===== config.mk =====
export PLATFORM = sky130hd
export DESIGN_NAME = prime_field_arith_unit
export DESIGN_NICKNAME = d
export VERILOG_FILES = /design/src/hdl/pfa_pkg.sv /design/src/hdl/pfa_modmul.sv /design/src/hdl/pfa_dp.sv /design/src/hdl/pfa_ctrl.sv /design/src/hdl/prime_field_arith_unit.sv
export VERILOG_INCLUDE_DIRS = /design/src /design/src/hdl
export SDC_FILE = /design/constraint.sdc
export NUM_CORES = 2
export LEC_CHECK = 0
export BUFFER_PORTS_ARGS = -buffer_cell sky130_fd_sc_hd__clkbuf_2
export CAP_MARGIN = 10
export CELL_PAD_IN_SITES_DETAIL_PLACEMENT = 1
export CELL_PAD_IN_SITES_GLOBAL_PLACEMENT = 1
export CORE_ASPECT_RATIO = 1.25
export CORE_MARGIN = 5
export CORE_UTILIZATION = 50
export CTS_CLUSTER_SIZE = 20
export DETAILED_ROUTE_END_ITERATION = 10
export GPL_TIMING_DRIVEN = 0
export PLACE_DENSITY_LB_ADDON = 0.1
export SLEW_MARGIN = 20
export SYNTH_ARGS = -nofsm -noshare
export SYNTH_HDL_FRONTEND = slang
export SYNTH_SLANG_ARGS = --single-unit
export TNS_END_PERCENT = 5

===== constraint.sdc =====
create_clock -name clk -period 11.93 [get_ports clk]
set_clock_uncertainty 0.15 [all_clocks]
set_input_delay 1.7895 -clock clk [delete_from_list [all_inputs] [get_ports clk]]
set_output_delay 1.7895 -clock clk [all_outputs]
set_load 0.05 [all_outputs]

===== src/hdl/prime_field_arith_unit_assert.svh =====
// assertion macros shared by the prime field arithmetic unit modules
`ifndef PRIME_FIELD_ARITH_UNIT_ASSERT_SVH
`define PRIME_FIELD_ARITH_UNIT_ASSERT_SVH

// condition holds at every edge out of reset
`define PFA_ASSERT_HOLDS(label, cond, msg) \
    label: assert property (@(posedge clk) disable iff (!rst_n) (cond)) else $error(msg);

// same-cycle implication
`define PFA_ASSERT_IMPLY(label, ante, cons, msg) \
    label: assert property (@(posedge clk) disable iff (!rst_n) (ante) |-> (cons)) \
        else $error(msg);

// next-cycle implication
`define PFA_ASSERT_NEXT(label, ante, cons, msg) \
    label: assert property (@(posedge clk) disable iff (!rst_n) (ante) |=> (cons)) \
        else $error(msg);

`endif


===== src/hdl/pfa_pkg.sv =====
// constants, codes and controller/datapath interface types for the prime field unit
package pfa_pkg;

    localparam int FIELD_W = 30;
    localparam int EXPONENT_BITS_DEFAULT = 63;
    // bit length of the fixed inverse exponent (modulus - 2)
    localparam int INV_EXP_BITS = 30;

    localparam logic [FIELD_W-1:0] FIELD_MOD = 30'd998244353;
    localparam logic [FIELD_W-1:0] FIELD_MOD_MINUS2 = 30'd998244351;
    localparam logic [31:0] FIELD_MOD_X2 = 32'd1996488706;
    // barrett constant floor(2^60 / modulus)
    localparam logic [30:0] BARRETT_MU = 31'((64'd1 << 60) / 64'd998244353);

    localparam logic [2:0] OP_ADD = 3'd0;
    localparam logic [2:0] OP_SUB = 3'd1;
    localparam logic [2:0] OP_MUL = 3'd2;
    localparam logic [2:0] OP_DIV = 3'd3;
    localparam logic [2:0] OP_POW = 3'd4;
    localparam logic [2:0] OP_NEG = 3'd5;
    localparam logic [2:0] OP_INV = 3'd6;

    typedef enum logic [1:0] {
        TAG_SQ,
        TAG_ACC,
        TAG_FIN
    } mul_tag_t;

    typedef struct packed {
        logic capture;
        logic init_pow;
        logic issue_sq;
        logic issue_acc;
        logic issue_final;
        logic final_use_acc;
        logic shift_exp;
        logic finish_simple;
        logic finish_acc;
    } pfa_cmd_t;

    typedef struct packed {
        logic [2:0] op;
        logic       exp_lsb;
        logic       mul_busy;
    } pfa_status_t;

endpackage


===== src/hdl/pfa_modmul.sv =====
// five-stage barrett modular multiplier modulo 998244353
`include "prime_field_arith_unit_assert.svh"

module pfa_modmul (
    input  logic                          clk,
    input  logic                          rst_n,
    input  logic                          in_valid,
    input  pfa_pkg::mul_tag_t             in_tag,
    input  logic [pfa_pkg::FIELD_W-1:0]   in_x,
    input  logic [pfa_pkg::FIELD_W-1:0]   in_y,
    output logic                          out_valid,
    output pfa_pkg::mul_tag_t             out_tag,
    output logic [pfa_pkg::FIELD_W-1:0]   out_data,
    output logic                          busy
);

    logic [4:0]              valid_reg;
    logic [4:0]              valid_next;
    pfa_pkg::mul_tag_t       tag_reg [5];

    logic [59:0] prod_reg;
    logic [59:0] prod_next;
    logic [61:0] quot_reg;
    logic [61:0] quot_next;
    logic [31:0] xlo2_reg;
    logic [31:0] xlo3_reg;
    logic [60:0] qp_full;
    logic [31:0] qp_reg;
    logic [31:0] rem_reg;
    logic [31:0] rem_next;
    logic [pfa_pkg::FIELD_W-1:0] res_reg;
    logic [pfa_pkg::FIELD_W-1:0] res_next;

    assign valid_next = {valid_reg[3:0], in_valid};
    assign prod_next  = in_x * in_y;
    assign quot_next  = prod_reg[59:29] * pfa_pkg::BARRETT_MU;
    assign qp_full    = quot_reg[61:31] * pfa_pkg::FIELD_MOD;
    // quotient estimate is short by at most two, so the remainder is below 3*mod
    assign rem_next   = xlo3_reg - qp_reg;

    always_comb
    begin
        if (rem_reg >= pfa_pkg::FIELD_MOD_X2)
        begin
            res_next = pfa_pkg::FIELD_W'(rem_reg - pfa_pkg::FIELD_MOD_X2);
        end
        else if (rem_reg >= 32'(pfa_pkg::FIELD_MOD))
        begin
            res_next = pfa_pkg::FIELD_W'(rem_reg - 32'(pfa_pkg::FIELD_MOD));
        end
        else
        begin
            res_next = pfa_pkg::FIELD_W'(rem_reg);
        end
    end

    always_ff @(posedge clk or negedge rst_n)
    begin
        if (!rst_n)
        begin
            valid_reg <= '0;
        end
        else
        begin
            valid_reg <= valid_next;
        end
    end

    always_ff @(posedge clk)
    begin
        tag_reg[0] <= in_tag;
        for (int i = 1; i < 5; i++)
        begin
            tag_reg[i] <= tag_reg[i-1];
        end
        prod_reg <= prod_next;
        quot_reg <= quot_next;
        xlo2_reg <= prod_reg[31:0];
        xlo3_reg <= xlo2_reg;
        qp_reg   <= qp_full[31:0];
        rem_reg  <= rem_next;
        res_reg  <= res_next;
    end

    assign out_valid = valid_reg[4];
    assign out_tag   = tag_reg[4];
    assign out_data  = res_reg;
    assign busy      = |valid_reg;

    `PFA_ASSERT_IMPLY(a_mul_reduced, out_valid, out_data < pfa_pkg::FIELD_MOD,
        "modmul output not reduced")
    `PFA_ASSERT_HOLDS(a_mul_depth, $countones(valid_reg) <= 2,
        "more than two products in flight")

endmodule


===== src/hdl/pfa_dp.sv =====
// datapath: operand capture, add/sub/negate, power registers and the shared multiplier
`include "prime_field_arith_unit_assert.svh"

module pfa_dp #(
    parameter int EXPONENT_BITS = pfa_pkg::EXPONENT_BITS_DEFAULT
) (
    input  logic                          clk,
    input  logic                          rst_n,
    input  pfa_pkg::pfa_cmd_t             cmd,
    output pfa_pkg::pfa_status_t          sts,
    input  logic [2:0]                    operation,
    input  logic [pfa_pkg::FIELD_W-1:0]   left_operand,
    input  logic [pfa_pkg::FIELD_W-1:0]   right_operand,
    input  logic [EXPONENT_BITS-1:0]      exponent,
    output logic                          done,
    output logic [pfa_pkg::FIELD_W-1:0]   result
);

    localparam int EXP_W = (EXPONENT_BITS > pfa_pkg::INV_EXP_BITS) ?
                           EXPONENT_BITS : pfa_pkg::INV_EXP_BITS;
    localparam int FW = pfa_pkg::FIELD_W;

    logic [2:0]       op_reg;
    logic [2:0]       op_next;
    logic [FW-1:0]    a_reg;
    logic [FW-1:0]    a_next;
    logic [FW-1:0]    b_reg;
    logic [FW-1:0]    b_next;
    logic [EXP_W-1:0] exp_reg;
    logic [EXP_W-1:0] exp_next;
    logic [FW-1:0]    acc_reg;
    logic [FW-1:0]    acc_next;
    logic [FW-1:0]    sq_reg;
    logic [FW-1:0]    sq_next;
    logic [FW-1:0]    result_reg;
    logic [FW-1:0]    result_next;
    logic             done_reg;
    logic             done_next;

    logic [FW-1:0]    a_red;
    logic [FW-1:0]    b_red;
    logic [FW:0]      sum;
    logic [FW-1:0]    sum_wrap;
    logic [FW-1:0]    simple_val;

    logic              mul_in_valid;
    pfa_pkg::mul_tag_t mul_in_tag;
    logic [FW-1:0]     mul_x;
    logic [FW-1:0]     mul_y;
    logic              mul_out_valid;
    pfa_pkg::mul_tag_t mul_out_tag;
    logic [FW-1:0]     mul_out;
    logic              mul_busy;

    assign a_red = (left_operand >= pfa_pkg::FIELD_MOD) ?
                   left_operand - pfa_pkg::FIELD_MOD : left_operand;
    assign b_red = (right_operand >= pfa_pkg::FIELD_MOD) ?
                   right_operand - pfa_pkg::FIELD_MOD : right_operand;

    // subtract adds the complement of b so one wrap step serves both
    always_comb
    begin
        if (op_reg == pfa_pkg::OP_SUB)
        begin
            sum = {1'b0, a_reg} + {1'b0, pfa_pkg::FIELD_MOD - b_reg};
        end
        else
        begin
            sum = {1'b0, a_reg} + {1'b0, b_reg};
        end
        if (sum >= {1'b0, pfa_pkg::FIELD_MOD})
        begin
            sum_wrap = FW'(sum - {1'b0, pfa_pkg::FIELD_MOD});
        end
        else
        begin
            sum_wrap = FW'(sum);
        end
    end

    always_comb
    begin
        case (op_reg)
            pfa_pkg::OP_ADD, pfa_pkg::OP_SUB:
            begin
                simple_val = sum_wrap;
            end
            pfa_pkg::OP_NEG:
            begin
                simple_val = (a_reg == '0) ? '0 : pfa_pkg::FIELD_MOD - a_reg;
            end
            default:
            begin
                simple_val = '0;
            end
        endcase
    end

    always_comb
    begin
        mul_in_valid = cmd.issue_sq | cmd.issue_acc | cmd.issue_final;
        mul_in_tag   = pfa_pkg::TAG_SQ;
        mul_x        = sq_reg;
        mul_y        = sq_reg;
        if (cmd.issue_acc)
        begin
            mul_in_tag = pfa_pkg::TAG_ACC;
            mul_x      = acc_reg;
        end
        else if (cmd.issue_final)
        begin
            mul_in_tag = pfa_pkg::TAG_FIN;
            mul_x      = a_reg;
            mul_y      = cmd.final_use_acc ? acc_reg : b_reg;
        end
    end

    pfa_modmul u_modmul (
        .clk       (clk),
        .rst_n     (rst_n),
        .in_valid  (mul_in_valid),
        .in_tag    (mul_in_tag),
        .in_x      (mul_x),
        .in_y      (mul_y),
        .out_valid (mul_out_valid),
        .out_tag   (mul_out_tag),
        .out_data  (mul_out),
        .busy      (mul_busy)
    );

    always_comb
    begin
        op_next     = op_reg;
        a_next      = a_reg;
        b_next      = b_reg;
        exp_next    = exp_reg;
        acc_next    = acc_reg;
        sq_next     = sq_reg;
        result_next = result_reg;
        done_next   = 1'b0;

        if (cmd.capture)
        begin
            op_next  = operation;
            a_next   = a_red;
            b_next   = b_red;
            exp_next = (operation == pfa_pkg::OP_POW) ? EXP_W'(exponent) :
                       EXP_W'(pfa_pkg::FIELD_MOD_MINUS2);
        end
        if (cmd.init_pow)
        begin
            acc_next = FW'(1);
            sq_next  = (op_reg == pfa_pkg::OP_DIV) ? b_reg : a_reg;
        end
        if (cmd.shift_exp)
        begin
            exp_next = exp_reg >> 1;
        end
        if (cmd.finish_simple)
        begin
            result_next = simple_val;
            done_next   = 1'b1;
        end
        if (cmd.finish_acc)
        begin
            result_next = acc_reg;
            done_next   = 1'b1;
        end
        if (mul_out_valid)
        begin
            case (mul_out_tag)
                pfa_pkg::TAG_SQ:
                begin
                    sq_next = mul_out;
                end
                pfa_pkg::TAG_ACC:
                begin
                    acc_next = mul_out;
                end
                pfa_pkg::TAG_FIN:
                begin
                    result_next = mul_out;
                    done_next   = 1'b1;
                end
                default:
                begin
                    sq_next = sq_reg;
                end
            endcase
        end
    end

    always_ff @(posedge clk or negedge rst_n)
    begin
        if (!rst_n)
        begin
            done_reg <= 1'b0;
        end
        else
        begin
            done_reg <= done_next;
        end
    end

    always_ff @(posedge clk)
    begin
        op_reg     <= op_next;
        a_reg      <= a_next;
        b_reg      <= b_next;
        exp_reg    <= exp_next;
        acc_reg    <= acc_next;
        sq_reg     <= sq_next;
        result_reg <= result_next;
    end

    assign sts.op       = op_reg;
    assign sts.exp_lsb  = exp_reg[0];
    assign sts.mul_busy = mul_busy;
    assign done         = done_reg;
    assign result       = result_reg;

    `PFA_ASSERT_IMPLY(a_dp_result_reduced, done_reg, result_reg < pfa_pkg::FIELD_MOD,
        "result word not reduced")

endmodule


===== src/hdl/pfa_ctrl.sv =====
// controller state machine sequencing capture, square-and-multiply and result strobe
`include "prime_field_arith_unit_assert.svh"

module pfa_ctrl #(
    parameter int EXPONENT_BITS = pfa_pkg::EXPONENT_BITS_DEFAULT
) (
    input  logic                 clk,
    input  logic                 rst_n,
    input  logic                 start,
    output logic                 busy,
    output pfa_pkg::pfa_cmd_t    cmd,
    input  pfa_pkg::pfa_status_t sts
);

    localparam int EXP_W = (EXPONENT_BITS > pfa_pkg::INV_EXP_BITS) ?
                           EXPONENT_BITS : pfa_pkg::INV_EXP_BITS;
    localparam int CNT_W = $clog2(EXP_W + 1);

    localparam logic [2:0] S_IDLE     = 3'd0;
    localparam logic [2:0] S_DISPATCH = 3'd1;
    localparam logic [2:0] S_SQ       = 3'd2;
    localparam logic [2:0] S_ACC      = 3'd3;
    localparam logic [2:0] S_WAIT     = 3'd4;
    localparam logic [2:0] S_END      = 3'd5;
    localparam logic [2:0] S_WAIT_FIN = 3'd6;

    logic [2:0]       state_reg;
    logic [2:0]       state_next;
    logic [CNT_W-1:0] cnt_reg;
    logic [CNT_W-1:0] cnt_next;

    always_comb
    begin
        state_next = state_reg;
        cnt_next   = cnt_reg;
        cmd        = '0;

        case (state_reg)
            S_IDLE:
            begin
                if (start)
                begin
                    cmd.capture = 1'b1;
                    state_next  = S_DISPATCH;
                end
            end
            S_DISPATCH:
            begin
                case (sts.op)
                    pfa_pkg::OP_MUL:
                    begin
                        cmd.issue_final = 1'b1;
                        state_next      = S_WAIT_FIN;
                    end
                    pfa_pkg::OP_POW:
                    begin
                        cmd.init_pow = 1'b1;
                        cnt_next     = CNT_W'(EXPONENT_BITS);
                        state_next   = S_SQ;
                    end
                    pfa_pkg::OP_DIV, pfa_pkg::OP_INV:
                    begin
                        cmd.init_pow = 1'b1;
                        cnt_next     = CNT_W'(pfa_pkg::INV_EXP_BITS);
                        state_next   = S_SQ;
                    end
                    default:
                    begin
                        cmd.finish_simple = 1'b1;
                        state_next        = S_IDLE;
                    end
                endcase
            end
            S_SQ:
            begin
                if (cnt_reg == '0)
                begin
                    state_next = S_END;
                end
                else
                begin
                    cmd.issue_sq = 1'b1;
                    state_next   = sts.exp_lsb ? S_ACC : S_WAIT;
                end
            end
            S_ACC:
            begin
                // reads the square from before this bit, issued in the cycle after the square
                cmd.issue_acc = 1'b1;
                state_next    = S_WAIT;
            end
            S_WAIT:
            begin
                if (!sts.mul_busy)
                begin
                    cmd.shift_exp = 1'b1;
                    cnt_next      = cnt_reg - CNT_W'(1);
                    state_next    = S_SQ;
                end
            end
            S_END:
            begin
                if (sts.op == pfa_pkg::OP_DIV)
                begin
                    cmd.issue_final   = 1'b1;
                    cmd.final_use_acc = 1'b1;
                    state_next        = S_WAIT_FIN;
                end
                else
                begin
                    cmd.finish_acc = 1'b1;
                    state_next     = S_IDLE;
                end
            end
            S_WAIT_FIN:
            begin
                if (!sts.mul_busy)
                begin
                    state_next = S_IDLE;
                end
            end
            default:
            begin
                state_next = S_IDLE;
            end
        endcase
    end

    always_ff @(posedge clk or negedge rst_n)
    begin
        if (!rst_n)
        begin
            state_reg <= S_IDLE;
            cnt_reg   <= '0;
        end
        else
        begin
            state_reg <= state_next;
            cnt_reg   <= cnt_next;
        end
    end

    assign busy = (state_reg != S_IDLE);

    `PFA_ASSERT_NEXT(a_ctrl_accept, start && !busy, state_reg == S_DISPATCH,
        "accepted word did not reach dispatch")
    `PFA_ASSERT_HOLDS(a_ctrl_one_cmd,
        $onehot0({cmd.capture, cmd.init_pow, cmd.issue_sq, cmd.issue_acc,
                  cmd.issue_final, cmd.shift_exp, cmd.finish_simple, cmd.finish_acc}),
        "more than one datapath command in a cycle")

endmodule


===== src/hdl/prime_field_arith_unit.sv =====
// Prime field arithmetic unit mod 998244353: one word in, one result word out.
// Add, subtract, negate skip the multiplier. Multiply: one pass through the five-stage
// shared multiplier. Power: a square per exponent bit and a multiply per one bit over
// EXPONENT_BITS bits, each bit waiting for the multiplier to drain; invert over 30
// bits, divide adds a final multiply. One word at a time, the next taken no earlier
// than the result strobe; done cannot stall. Reset clears control state only.
module prime_field_arith_unit #(
    parameter int EXPONENT_BITS = pfa_pkg::EXPONENT_BITS_DEFAULT
) (
    input  logic                          clk,
    input  logic                          rst_n,
    input  logic                          start,
    output logic                          busy,
    input  logic [2:0]                    operation,
    input  logic [pfa_pkg::FIELD_W-1:0]   left_operand,
    input  logic [pfa_pkg::FIELD_W-1:0]   right_operand,
    input  logic [EXPONENT_BITS-1:0]      exponent,
    output logic                          done,
    output logic [pfa_pkg::FIELD_W-1:0]   result
);

    pfa_pkg::pfa_cmd_t    cmd;
    pfa_pkg::pfa_status_t sts;

    pfa_ctrl #(
        .EXPONENT_BITS (EXPONENT_BITS)
    ) u_ctrl (
        .clk   (clk),
        .rst_n (rst_n),
        .start (start),
        .busy  (busy),
        .cmd   (cmd),
        .sts   (sts)
    );

    pfa_dp #(
        .EXPONENT_BITS (EXPONENT_BITS)
    ) u_dp (
        .clk           (clk),
        .rst_n         (rst_n),
        .cmd           (cmd),
        .sts           (sts),
        .operation     (operation),
        .left_operand  (left_operand),
        .right_operand (right_operand),
        .exponent      (exponent),
        .done          (done),
        .result        (result)
    );

endmodule


==> results.md <==
* Hold EP: u_dp.u_modmul.xlo3_reg[13]
* Outcome: complete, no violations
* Antenna viol nets, final at 0
* CTS buffer count at 54
* Clk root buf: clkbuf_16
* Congestion Overflow GR at 0
* CP Max Fanout at 10
* Synth Register Bits at 490
* Syn_nets at 9,149
* Worst Max-Slew Pin Slew at 1.30 ns
* Syn_area_per_cell at 9.10 um^2
* Initial antenna violation count at 9
* Post-CTS Setup Bufs at 0
* Final cell count without fillers at 9,211
* # fillers at 15,200
* Most frequent cells in the layout: inv_1 (1,308), fa_1 (1,049), nand2_1 (801)
* Clk Latency, worst-skew pair at 0.67 ns
* Post-Synthesis Cells at 7,214
* Async set-reset flop share out of synthesis at 0.0306
* Bufs on Longest Clock Path at 3
* Initial Utilization at 0.504
* Slew Viols, Final at 0
* Number of port buffers at 160
* Max reg flops at 63
* Most common cell after layout, fill and taps aside: inv_1
* Critical path data arrival time at 12.05 ns
* Crit path top cell by count: fa_1
* Reg2reg setup slack at 0.31 ns
* Hold Path Class: reg2reg
* Worst setup SP type: register
* DP Wirelength at 212,000 um
* Row cnt at 148
* Vias at 53,600
* Chip height at 415 um
* Final #Nets at 9,371
* DR WL/cell at 27.4 um
* 1st-pass router iterations at 8
* CTS tree: built
* Critical path's slowest cell: clkbuf_1
* Setup violation total in the final timing report at 0
* Die ar. at 139,000 um^2
* Final hold vios at 0
* Vias in the first global route at 60,100
* Worst hold start: u_dp.u_modmul.xlo2_reg[13]
* CP required at 12.35 ns
* Via/cell ratio at 5.82
* Drt drc at 0
* Distinct cells, synth at 87
* RePlAce Congestion at 1.06
* MaxCap Viol Count at 0
* Worst r2r path cells at 33
* Final WL at 252,000 um
* Reg-to-Reg End: u_dp.u_modmul.prod_reg[59]
* Unrepaired setup endpoints after global routing: false
* Min Tclk post-route at 11.62 ns
* Fin crit share at 0.974
* Clk slew on worst S/H paths at 0.06 ns
* GRT Overall Usage at 0.364
* Kind of critical path: reg2reg
* Synthesized cell area at 65,600 um^2
* Synthesis Warnings at 0
* EDFF count, synth at 155
* Global-route wire length before repair at 377,000 um
* Worst r2r src: u_ctrl.state_reg[0]
* Share of cells above drive strength 1 at 0.0553
* DIE WIDTH at 334 um
* Hold path cells at 0
* H-Tree Depth at 2
* Seq/Total Area, Yosys at 0.174
* Ports at 161
* Placed insts at 9,111
* Sum Neg Setup Slack at 0 ns
* Largest net degree at the start of global routing at 56
* F_max at 0.0861 GHz
* Normalized max-slew margin at 0.123
* Initial DRC count at 3,541
* Synth Flop Type: dfxtp_1
* Area delta synth->final at 8.20%
* CP endpoint kind: register
* Core area at 130,000 um^2
* Critical Path Max Stage Delay at 0.81 ns
* Clock sink count at 490
## cell type report
class | count | area [um^2] | share of cell area
diodes | 4 | 10.0 | 0.000141
inverters | 1309 | 4920 | 0.0692
clock inverters | 33 | 397 | 0.00558
multi-input cells | 5143 | 48500 | 0.683
plain buffers | 266 | 1100 | 0.0155
flip-flops and latches | 490 | 11400 | 0.161
repair buffers | 172 | 960 | 0.0135
clock buffers | 69 | 1560 | 0.0220
well taps | 1725 | 2160 | 0.0304
## metrics by stage
| stage | setup slack, ns | hold slack (ns) | util | area [um^2] |
|---|---|---|---|---|
| after floorplan | 2.42 | 0.160 | - | 65600 |
| after global placement | -1.28 | 0.160 | 0.526 | 68600 |
| after detailed placement | -0.890 | 0.163 | 0.528 | 68900 |
| after CTS | 0.0118 | 0.169 | 0.544 | 70900 |
| after global routing | 0.00693 | 0.176 | 0.545 | 71000 |
| final | 0.310 | 0.174 | 0.545 | 71000 |
## Yosys cell counts (all sizes together), types with 32 or more instances
cell type / instances / share of area
inv: 1309 / 0.075
fa: 1049 / 0.32
nand2: 803 / 0.046
ha: 757 / 0.14
nor2: 745 / 0.043
dfxtp: 320 / 0.098
o21ai: 294 / 0.022
a21oi: 257 / 0.020
clkbuf: 250 / 0.014
xnor2: 181 / 0.024
edfxtp: 155 / 0.071
xor2: 123 / 0.016
nand3: 117 / 0.0089
nor3: 106 / 0.0082
o21a: 79 / 0.0090
a21o: 75 / 0.0086
nor4: 37 / 0.0039
mux2i: 35 / 0.0053
nand2b: 35 / 0.0033
and2: 32 / 0.0030
## cell families after synthesis
| group | share of synthesized area |
|---|---|
| AND/OR/NAND/NOR | 0.131 |
| adder cells (fa/ha/maj) | 0.464 |
| buffers and inverters | 0.0907 |
| AO/OA/AOI/OAI | 0.0934 |
| flip-flops | 0.174 |
| XOR/XNOR | 0.0406 |
| multiplexers | 0.00551 |
## worst max-delay path, delay by kind of cell, from the launching register on
kind | cells | cell delay (ns)
adder cells (fa/ha/maj) | 9 | 4.56
AO/OA/AOI/OAI | 11 | 3.05
buffers and inverters | 7 | 2.01
AND/OR/NAND/NOR | 5 | 1.20
flip-flops | 1 | 0.34
XOR/XNOR | 1 | 0.18
## timing repair
item,in CTS,in global routing
endpoints found under the setup margin,17,14
endpoints found under the hold margin,0,0
hold buffers,0,0
gates resized for setup,36,93
## how the worst max path moves through the flow
stage / start / end / slack [ns] / cells after the start
global placement: u_dp.op_reg[0] / u_dp.u_modmul.prod_reg[57] / -1.28 / 32
detailed placement: u_dp.op_reg[0] / u_dp.u_modmul.prod_reg[57] / -0.89 / 30
floorplan: u_dp.op_reg[2] / u_dp.u_modmul.prod_reg[57] / 2.42 / 34
finish: u_ctrl.state_reg[0] / u_dp.u_modmul.prod_reg[59] / 0.31 / 33
global route: u_ctrl.state_reg[0] / u_dp.u_modmul.prod_reg[59] / 0.007 / 36
CTS: u_dp.op_reg[2] / u_dp.u_modmul.prod_reg[59] / 0.01 / 34
## metal layers
| layer | global-route usage | wire length [um] |
|---|---|---|
| met2 | 0.620 | 121000 |
| met5 | 0 | 25 |
| met3 | 0.0694 | 17800 |
| met4 | 0.283 | 25600 |
| met1 | 0.400 | 87700 |
Power is not shown: default switching activity piles up to over one toggle a cycle in this logic, so the estimate is an artifact.
